`src/ssi_pkg.sv`:
```
package ssi_pkg;

   // field and datapath widths
   localparam int COORD_W = 16;
   localparam int DIFF_W  = COORD_W + 1;
   localparam int PROD_W  = 2 * DIFF_W;
   localparam int SUM_W   = PROD_W + 1;
   localparam int MAG_W   = SUM_W;
   localparam int FRAC_W  = 16;
   localparam int NUM_W   = MAG_W + FRAC_W + 2;
   localparam int DEN_W   = MAG_W + 1;
   localparam int QUO_W   = 32;
   localparam int REM_W   = DEN_W + QUO_W + 1;
   localparam int T_W     = 32;

   localparam logic [QUO_W-2:0] T_ONE   = (QUO_W-1)'(1) << FRAC_W;
   localparam logic [T_W-1:0]   T_MAX   = {1'b0, {(T_W-1){1'b1}}};
   localparam logic [T_W-1:0]   T_MIN   = {1'b1, {(T_W-1){1'b0}}};

   // input beat
   typedef struct packed {
      logic signed [COORD_W-1:0] first_start_x;
      logic signed [COORD_W-1:0] first_start_y;
      logic signed [COORD_W-1:0] first_end_x;
      logic signed [COORD_W-1:0] first_end_y;
      logic signed [COORD_W-1:0] second_start_x;
      logic signed [COORD_W-1:0] second_start_y;
      logic signed [COORD_W-1:0] second_end_x;
      logic signed [COORD_W-1:0] second_end_y;
      logic                      infinite_first;
   } req_type;

   // result beat
   typedef struct packed {
      logic                  hit;
      logic signed [T_W-1:0] hit_param;
   } rsp_type;

   // decision flags handed from the geometry stages to the divider
   typedef struct packed {
      logic cand;
      logic check_t;
   } cand_type;

   function automatic logic signed [DIFF_W-1:0] diff16(input logic signed [COORD_W-1:0] a,
                                                        input logic signed [COORD_W-1:0] b);
      return DIFF_W'(a) - DIFF_W'(b);
   endfunction

endpackage

```
`src/ssi_out_fifo.sv`:
```
module ssi_out_fifo (
   input  logic             clock,
   input  logic             reset,
   input  logic             in_valid,
   input  ssi_pkg::rsp_type in_data,
   output logic             room,
   output logic             out_valid,
   input  logic             out_ready,
   output ssi_pkg::rsp_type out_data
);
   import ssi_pkg::*;

   rsp_type    ent_ff [0:1];
   logic       wr_ff, rd_ff;
   logic [1:0] cnt_ff;
   logic       push, pop;

   assign room      = (cnt_ff != 2'd2);
   assign push      = room && in_valid;
   assign out_valid = (cnt_ff != 2'd0);
   assign pop       = out_valid && out_ready;
   assign out_data  = ent_ff[rd_ff];

   // pointers and fill count
   always_ff @(posedge clock) begin
      if (reset) begin
         wr_ff  <= 1'b0;
         rd_ff  <= 1'b0;
         cnt_ff <= 2'd0;
      end else begin
         if (push) begin
            wr_ff <= !wr_ff;
         end
         if (pop) begin
            rd_ff <= !rd_ff;
         end
         cnt_ff <= cnt_ff + 2'(push) - 2'(pop);
      end
   end

   // entry storage
   always_ff @(posedge clock) begin
      if (push) begin
         ent_ff[wr_ff] <= in_data;
      end
   end

   assert property (@(posedge clock) disable iff (reset) cnt_ff != 2'd3)
      else $error("result buffer overfilled");

   assert property (@(posedge clock) disable iff (reset)
      (wr_ff != rd_ff) == (cnt_ff == 2'd1))
      else $error("result buffer pointers disagree with count");

   assert property (@(posedge clock) disable iff (reset)
      (cnt_ff == 2'd2 && !out_ready) |=> (cnt_ff == 2'd2))
      else $error("full result buffer lost a beat");

endmodule
```
`config.mk`:
```
export PLATFORM = sky130hd
export DESIGN_NAME = ssi_out_fifo
export DESIGN_NICKNAME = d
export VERILOG_FILES = /design/src/ssi_pkg.sv /design/src/ssi_out_fifo.sv
export SDC_FILE = /design/constraint.sdc
export NUM_CORES = 1
export LEC_CHECK = 0
export ABC_CLOCK_PERIOD_IN_PS = 4900
export BUFFER_PORTS_ARGS = -buffer_cell sky130_fd_sc_hd__clkbuf_2
export CAP_MARGIN = 15
export CORE_ASPECT_RATIO = 0.5
export CORE_MARGIN = 4
export CORE_UTILIZATION = 33
export DETAILED_ROUTE_END_ITERATION = 10
export HOLD_SLACK_MARGIN = 0.02
export PLACE_DENSITY = 0.54
export SETUP_SLACK_MARGIN = 0.4
export SLEW_MARGIN = 20
export SYNTH_ARGS = -nofsm -noshare
export SYNTH_HDL_FRONTEND = slang
export SYNTH_SLANG_ARGS = --single-unit
```
`constraint.sdc`:
```
create_clock -name clock -period 4.9 [get_ports clock]
set_clock_uncertainty 0.1 [all_clocks]
set_input_delay 0.245 -clock clock [delete_from_list [all_inputs] [get_ports clock]]
set_output_delay 0.245 -clock clock [all_outputs]
set_load 0.1 [all_outputs]
```
---- Yosys cells after proc, flatten, opt, wreduce, memory -nomap -nowiden ----
Memories as Yosys holds them, arrays and structs flattened. A register that Yosys moved wholly into a read port is not among the register bits.
Cells that the tools add are included.
cells by class
  add/subtract/negate cells ............... 2
  eq/ne operators ......................... 1
  muxes and demuxes ....................... 4
  reduce and logical (&&, ||, !) cells .... 5
operators with widths
  kind                                         count
  1-bit 2-to-1 mux                             4
  2-bit by 1-bit adder with 2-bit output       1
  1-bit logical AND                            2
  1-bit logical NOT                            2
  2-bit != test, second input constant         1
  2-bit nonzero test                           1
  2-bit by 1-bit subtractor with 2-bit output  1
storage, ports and cells
  register bits after elaboration ......... 4
  bits in writable memories ............... 66
  input bits .............................. 37
  output and inout port bits .............. 35
  word-level logic and storage cells ...... 16
  memories kept ........................... 1
memory list
  memory  depth  bits a word  rd ports  clocked after Yosys merged registers in  wr ports  line                source
  ent_ff  2      33           1         1                                        1         ssi_out_fifo.sv:13  rsp_type ent_ff [0:1];

---- Logic depth before layout (Yosys ltp) ----
Gate-level depths: netlist of the first run.
  depth after elaboration ................. 4
  gate-level depth with buffers ........... 6
  gate-level depth less buffers ........... 6

---- Worst setup path before layout of the first run ----
Ideal clock, no wire load.
  path kind ............................... register to register
  start ................................... register cnt_ff[0]
  end ..................................... memory ent_ff[1][0] (netlist bit) (enable)
  library setup time ...................... 0.393 ns
  arrival time ............................ 2.221 ns
  required time ........................... 4.407 ns
  setup slack ............................. 2.186 ns
  cell stages (with the launch flop) ...... 3
  path through ............................ dfxtp_1 nand2b_1 and3_1
on the way
  longest elaborated chain between the ends .. 4
ends and longest elaborated chain
  what                                    line                source
  from (decl)                             ssi_out_fifo.sv:15  logic [1:0] cnt_ff;
  from (signal assigned)                  ssi_out_fifo.sv:37  cnt_ff <= cnt_ff + 2'(push) - 2'(pop);
  2-bit != test                           ssi_out_fifo.sv:18  assign room = (cnt_ff != 2'd2);
  net room                                ssi_out_fifo.sv:6   output logic room,
  1-bit logical AND                       ssi_out_fifo.sv:19  assign push = room && in_valid;
  1-bit 2-to-1 mux                        ssi_out_fifo.sv:43  if (push) begin
  1-bit 2-to-1 mux (implied by the code)  ssi_out_fifo.sv:44  ent_ff[wr_ff] <= in_data;
  to (decl)                               ssi_out_fifo.sv:13
The timed path passes the listed nets, and every way through them passes these cells.

==> results.ini, run 1 <==
[status]
status=finished, final reports clean

[clock_network]
cts_resized=0
clk_pin_slew_ns=0.05
root_buffer=clkbuf_16
clk_latency_ns=0.32
cts_num_sinks=71
cts_tree=done
cts_max_level=3
numCtsBuffers=9
cts_buffer_depth=2

[die]
core_area_um2=7540
die_h_um=71.2
rows=22
die_w_um=134
die_area_um2=9580
ios=72
start_util_pct=35.0

[logic_synthesis]
synth-edff-count=66
synth_nets=170
async_reset_ff_share_pct=0
synthTopCellsByArea=edfxtp_1, mux2_1, dfxtp_1, buf_2, nor4bb_2
synth_area_leader_cell=edfxtp_1
synth_top_area_share_pct=75.1
synth_compound_area_share_pct=1.66
synth_seq_cells=71
synthAdderAreaFrac_pct=0.474
synthMuxAreaShare_pct=14.1
synth_common_cells=edfxtp_1, mux2_1, dfxtp_1
avgSynthCellArea_um2=20.0
ys_types=23
syn_inst=132
synthesis.area_um2=2640
synth_xor_area_share_pct=0.332
yosysSeqAreaShare_pct=78.9
yosysMostFrequentCell=edfxtp_1
synth_top_family_by_area=multiplexers
synth-simple-area-share_pct=3.70
synthFlopType=edfxtp_1
yosysWarnings=0

[routing]
antenna_left=0
remaining_drc_errors=0
wl_um=4890
drt_iter0_drc=110
post_drt_wl_per_cell_um=13.7
dr.pass1.iters=4
avgViaCountPerCell=4.21
vias=1499

[place]
dp_hpwl_um=3220
gp_congestion=0.720
port_buffers=71

[sta]
final.period_utilization_pct=47.5
worst_pin_slew_ns=0.836
min_period_ns=2.33
fin_tns_setup_ns=0
final_hold_viol_count=0
maxSlewViolCount=0
fmax_ghz=0.430
grt_setup_unrepaired=false
setup_viol=0
relSlewSlack_pct=44.3

[power_and_ir_drop]
pwr-share-seq_pct=36.3
intPower_mw=1.27
pwr-share-comb_pct=36.1
clkPwrFrac_pct=27.6
swShare_pct=41.4
peakVddDrop_mv=0.272
power_leakage_nw=1.43
power_density_nw_per_um2=581
netSwitchingPower_mw=0.899

[finish]
drive_gt1_share_pct=35.5
syn_to_final_growth_pct=41.3
nets=282
final_util_pct=49.5
antenna_cells=0
n_fill_cell=658

[critical_path]
reg2reg_to=ent_ff[0][18]
cpMaxStageDelayCell=dfxtp_2
worstPathMaxFanout=33
rrSetupSlack_ns=2.82
cp.required_ns=4.55
worstSetupEndpointType=output pin
cpPeakStageDelay_ns=0.87
criticalPathCategory=reg2out
start_kind=register
path_cells=mux2_1 -> clkbuf_2
reg2reg_from=cnt_ff[0]
arrival_ns=1.98
reg2reg_depth=4

[flow_run]
drv_cap=0

[worst_hold_path]
whs_endpoint=cnt_ff[0]
hp-class=in2reg
min_path_cells=2
hp-start=reset

[global_routing]
grt_usage_pct=11.4
grt_max_degree=34
grt-ovfl-total=0
grt_first_pass_wirelength_um=8200
antenna_found_initial=0
grt_pass1_vias=1700

-- sequential cells by signal, summed over array words and instances (netlist names), named ones only --
name    flops
wr_ff       1
cnt_ff      2
ent_ff     66
rd_ff       1
-- metrics by stage --
| stage | power (mW) | instance area, µm² | setup slack (ns) | hold slack, ns | cells |
|---|---|---|---|---|---|
| 6_report | 2.17 | 3730 | 2.57 | 0.0937 | 356 |
| 5_1_grt | 2.26 | 3730 | 2.44 | 0.0810 | 356 |
| 4_1_cts | 2.20 | 3730 | 2.50 | 0.0736 | 356 |
| 3_5_place_dp | 1.57 | 3120 | 2.76 | 0.339 | 308 |
| 3_3_place_gp | 1.57 | 3120 | 2.82 | 0.334 | 308 |
| 2_1_floorplan | 1.46 | 2640 | 2.19 | 0.214 | 132 |
-- worst max-delay path, delay by kind of cell (launching register included) --
kind	cells	cell delay, ns
flip-flops	1	0.87
buffers and inverters	1	0.37
multiplexers	1	0.40
-- logic make-up after synthesis --
| kind of cell | count (synthesis) |
|---|---|
| fa+ha+maj | 1 |
| compound gates | 6 |
| buf+inv | 5 |
| flops | 71 |
| mux | 33 |
| xor+xnor | 1 |
| simple gates | 15 |
-- layout make-up --
class                      count  area (µm²)  area share (%)
inverter                       1        3.75           0.101
clock inverter                 5        50.0            1.34
tap                          108         135            3.62
multi-input combinational     56         536            14.4
clock buffer                  10         229            6.14
sequential                    71        2080            55.9
timing repair buffer         105         693            18.6
-- routing by layer --
| metal | wire length [µm] | up-vias | global-route usage (%) |
|---|---|---|---|
| li1 | - | 738 | - |
| met1 | 1980 | 731 | 11.8 |
| met2 | 2690 | 28 | 20.4 |
| met3 | 185 | 2 | 5.40 |
| met4 | 35 | 0 | 4.40 |
| met5 | 0 | - | 0 |
-- how the worst max path moves through the flow --
stage / slack (ns) / startpoint / endpoint / cells past startpoint
floorplan: 2.19 / cnt_ff[0] / ent_ff[1][0] / 2
global route: 2.44 / register / out_data[28] / 2
CTS: 2.50 / register / out_data[16] / 2
detailed placement: 2.76 / cnt_ff[0] / ent_ff[0][19] / 4
finish: 2.57 / register / out_data[3] / 2
global placement: 2.82 / cnt_ff[0] / ent_ff[0][19] / 4
-- power groups by stage --
stage / Clock (mW) / Sequential (mW) / Combinational [mW]
finish: 0.598 / 0.788 / 0.783
CTS: 0.617 / 0.790 / 0.792
detailed placement: 0 / 0.802 / 0.770
global route: 0.649 / 0.800 / 0.812
floorplan: 0 / 0.764 / 0.693
global placement: 0 / 0.800 / 0.767
-- timing repair --
item / in CTS / in global routing
endpoints found under the hold margin: 66 / 0
hold buffers: 33 / 0
setup buffers: 0 / 0
-- cell usage in the layout (no fill, tap or decap), drive strengths merged --
master       instances
nand3                1
and3                 2
nor4bb               1
a21oi                1
nor3                 1
bufinv               1
nand2b               1
ha                   1
edfxtp              66
mux2                33
o31a                 1
dfxtp                5
clkbuf              81
xor2                 1
clkinv               3
a21bo                1
buf                  1
nand3b               1
clkinvlp             1
nor2                 4
o21ba                1
nor2b                2
dlygate4sd3         33
or2                  1
nor4                 1
o21ai                2
inv                  1
Power figures use the tool's default switching activity.
==> run 2: changes to the inputs <==
--- a/config.mk
+++ b/config.mk
@@ -5,7 +5,7 @@
 export SDC_FILE = /design/constraint.sdc
 export NUM_CORES = 1
 export LEC_CHECK = 0
-export ABC_CLOCK_PERIOD_IN_PS = 4900
+export ABC_CLOCK_PERIOD_IN_PS = 1900
 export BUFFER_PORTS_ARGS = -buffer_cell sky130_fd_sc_hd__clkbuf_2
 export CAP_MARGIN = 15
 export CORE_ASPECT_RATIO = 0.5
@@ -13,7 +13,7 @@
 export CORE_UTILIZATION = 33
 export DETAILED_ROUTE_END_ITERATION = 10
 export HOLD_SLACK_MARGIN = 0.02
-export PLACE_DENSITY = 0.54
+export PLACE_DENSITY = 0.56
 export SETUP_SLACK_MARGIN = 0.4
 export SLEW_MARGIN = 20
 export SYNTH_ARGS = -nofsm -noshare
==> constraint.sdc (replaced) <==
create_clock -name clock -period 1.9 [get_ports clock]
set_clock_uncertainty 0.1 [all_clocks]
set_input_delay 0.095 -clock clock [delete_from_list [all_inputs] [get_ports clock]]
set_output_delay 0.095 -clock clock [all_outputs]
set_load 0.1 [all_outputs]
==> run 2 against run 1 <==
Net effect:
- via count rose by 4.2%
- power grew to 3.2 times the previous value
- utilization increased by 10 points
- critical path depth up 1
- combinational power increased to 3.8 times the previous value
- count of clock-buffer cells in the layout shrank 1
- critical endpoint is now out_data[0]
- clock power grew to 3.4 times the previous value
- worst setup slack got worse by 2.3 ns
==> results.ini, run 2 (synthesized netlist as in run 1, its figures left out) <==
[critical_path]
start_kind=register
worstSetupEndpointType=output pin
cpPeakStageDelay_ns=0.41
worstPathMaxFanout=11
crit_path_frequent_cell=buf_12
criticalPathCategory=reg2out
path_cells=buf_12 -> mux2_2 -> buf_12
arrival_ns=1.44
rrSetupSlack_ns=0.47
cp.required_ns=1.70
cpMaxStageDelayCell=dfxtp_4

[die]
rows=22
die_h_um=71.2
start_util_pct=35.0
core_area_um2=7540
die_w_um=134
ios=72
die_area_um2=9580

[power_and_ir_drop]
power_mw=6.99
clkPwrFrac_pct=29.0
pwr-share-seq_pct=28.4
netSwitchingPower_mw=2.54
swShare_pct=36.3
pwr-share-comb_pct=42.6
power_leakage_nw=1.72
power_density_nw_per_um2=1550
intPower_mw=4.45
peakVddDrop_mv=0.710

[finish]
antenna_cells=0
n_fill_cell=580
syn_to_final_growth_pct=70.9
final_common_cell=edfxtp_1
top_register=ent_ff
drive_gt1_share_pct=53.9
nets=289
final_util_pct=59.8
largest_reg_flops=66
final_cell_mix=edfxtp_1, buf_12, clkbuf_2
largestRegisters=ent_ff: 66 flops, cnt_ff: 2 flops

[clock_network]
numCtsBuffers=9
clk_latency_ns=0.32
cts_max_level=3
cts_buffer_depth=2
clk_pin_slew_ns=0.06
cts_tree=done
cts_num_sinks=71
root_buffer=clkbuf_16

[sta]
worst_pin_slew_ns=0.486
maxSlewViolCount=0
grt_setup_unrepaired=true
fin_tns_setup_ns=0
fmax_ghz=0.613
final_hold_viol_count=0
min_period_ns=1.63
setup_viol=0
final.period_utilization_pct=85.9
relSlewSlack_pct=67.8

[status]
status=finished, final reports clean

[routing]
vias=1562
drt_iter0_drc=124
dr.pass1.iters=4
remaining_drc_errors=0
wl_um=5350
antenna_left=0
post_drt_wl_per_cell_um=14.7
avgViaCountPerCell=4.29

[global_routing]
gr-usage-met3_pct=3.93
met1_usage_pct=11.5
antenna_found_initial=0
grt_first_pass_wirelength_um=7990
gr-usage-met2_pct=20.7
grt_pass1_vias=1665
grt_usage_pct=11.0
grt_max_degree=34
grt-ovfl-total=0
top_usage_layer=met2

[place]
dp_hpwl_um=3240
gp_congestion=0.715
port_buffers=71

[flow_run]
drv_cap=0

[worst_hold_path]
hp-class=in2reg

[run 2: what timing repair did]
| action | CTS | global route |
|---|---|---|
| resized for setup | 8 | 13 |
| hold buffers | 34 | 0 |
| endpoints found under the hold margin | 71 | 0 |
| setup endpoints to repair | 36 | 35 |
| setup buffers | 0 | 1 |
| pin swaps | 1 | 1 |
| gates cloned | 0 | 2 |
[run 2: final timing paths]
| check | start | end | cells past startpoint |
|---|---|---|---|
| setup / recovery | register | out_data[0] | 3 |
| hold / removal | in_valid | wr_ff | 3 |
| setup reg to reg | cnt_ff[1] | cnt_ff[1] | 6 |
| hold reg to reg | rd_ff | rd_ff | 2 |
[run 2: power groups by stage]
stage | clock network [mW] | registers (mW) | logic (mW)
floorplan | 0 | 1.98 | 1.86
global placement | 0 | 1.98 | 2.81
detailed placement | 0 | 1.99 | 2.81
CTS | 2.07 | 1.97 | 2.90
global route | 2.13 | 2.00 | 3.06
finish | 2.03 | 1.98 | 2.98
[run 2: area by class of cell]
| type | count | area, µm² | share of cell area (%) |
|---|---|---|---|
| multi-input combinational | 56 | 591 | 13.1 |
| tap | 108 | 135 | 3.00 |
| inverter | 1 | 7.51 | 0.166 |
| clock buffer | 9 | 225 | 4.99 |
| timing repair buffer | 112 | 1320 | 29.2 |
| clock inverter | 7 | 145 | 3.22 |
| sequential | 71 | 2090 | 46.3 |
[run 2: worst max-delay path: cells and delay by family, from the launching register on]
family / cells / cell delay (ns)
multiplexers: 1 / 0.37
buffers and inverters: 2 / 0.32
flip-flops: 1 / 0.41
[run 2: metal layers]
metal	vias to the layer above	wire length [µm]
met3	2	174
met1	767	2290
met4	0	36
met2	30	2850
met5	-	0
li1	763	-
[run 2: through the flow]
stage	hold slack [ns]	instances	cell area (µm²)	setup slack (ns)
2_1_floorplan	0.0573	132	2670	0.0844
3_3_place_gp	0.186	311	3690	0.394
3_5_place_dp	0.188	311	3690	0.341
4_1_cts	0.0597	361	4420	0.259
5_1_grt	0.118	364	4510	0.226
6_report	0.0767	364	4510	0.268
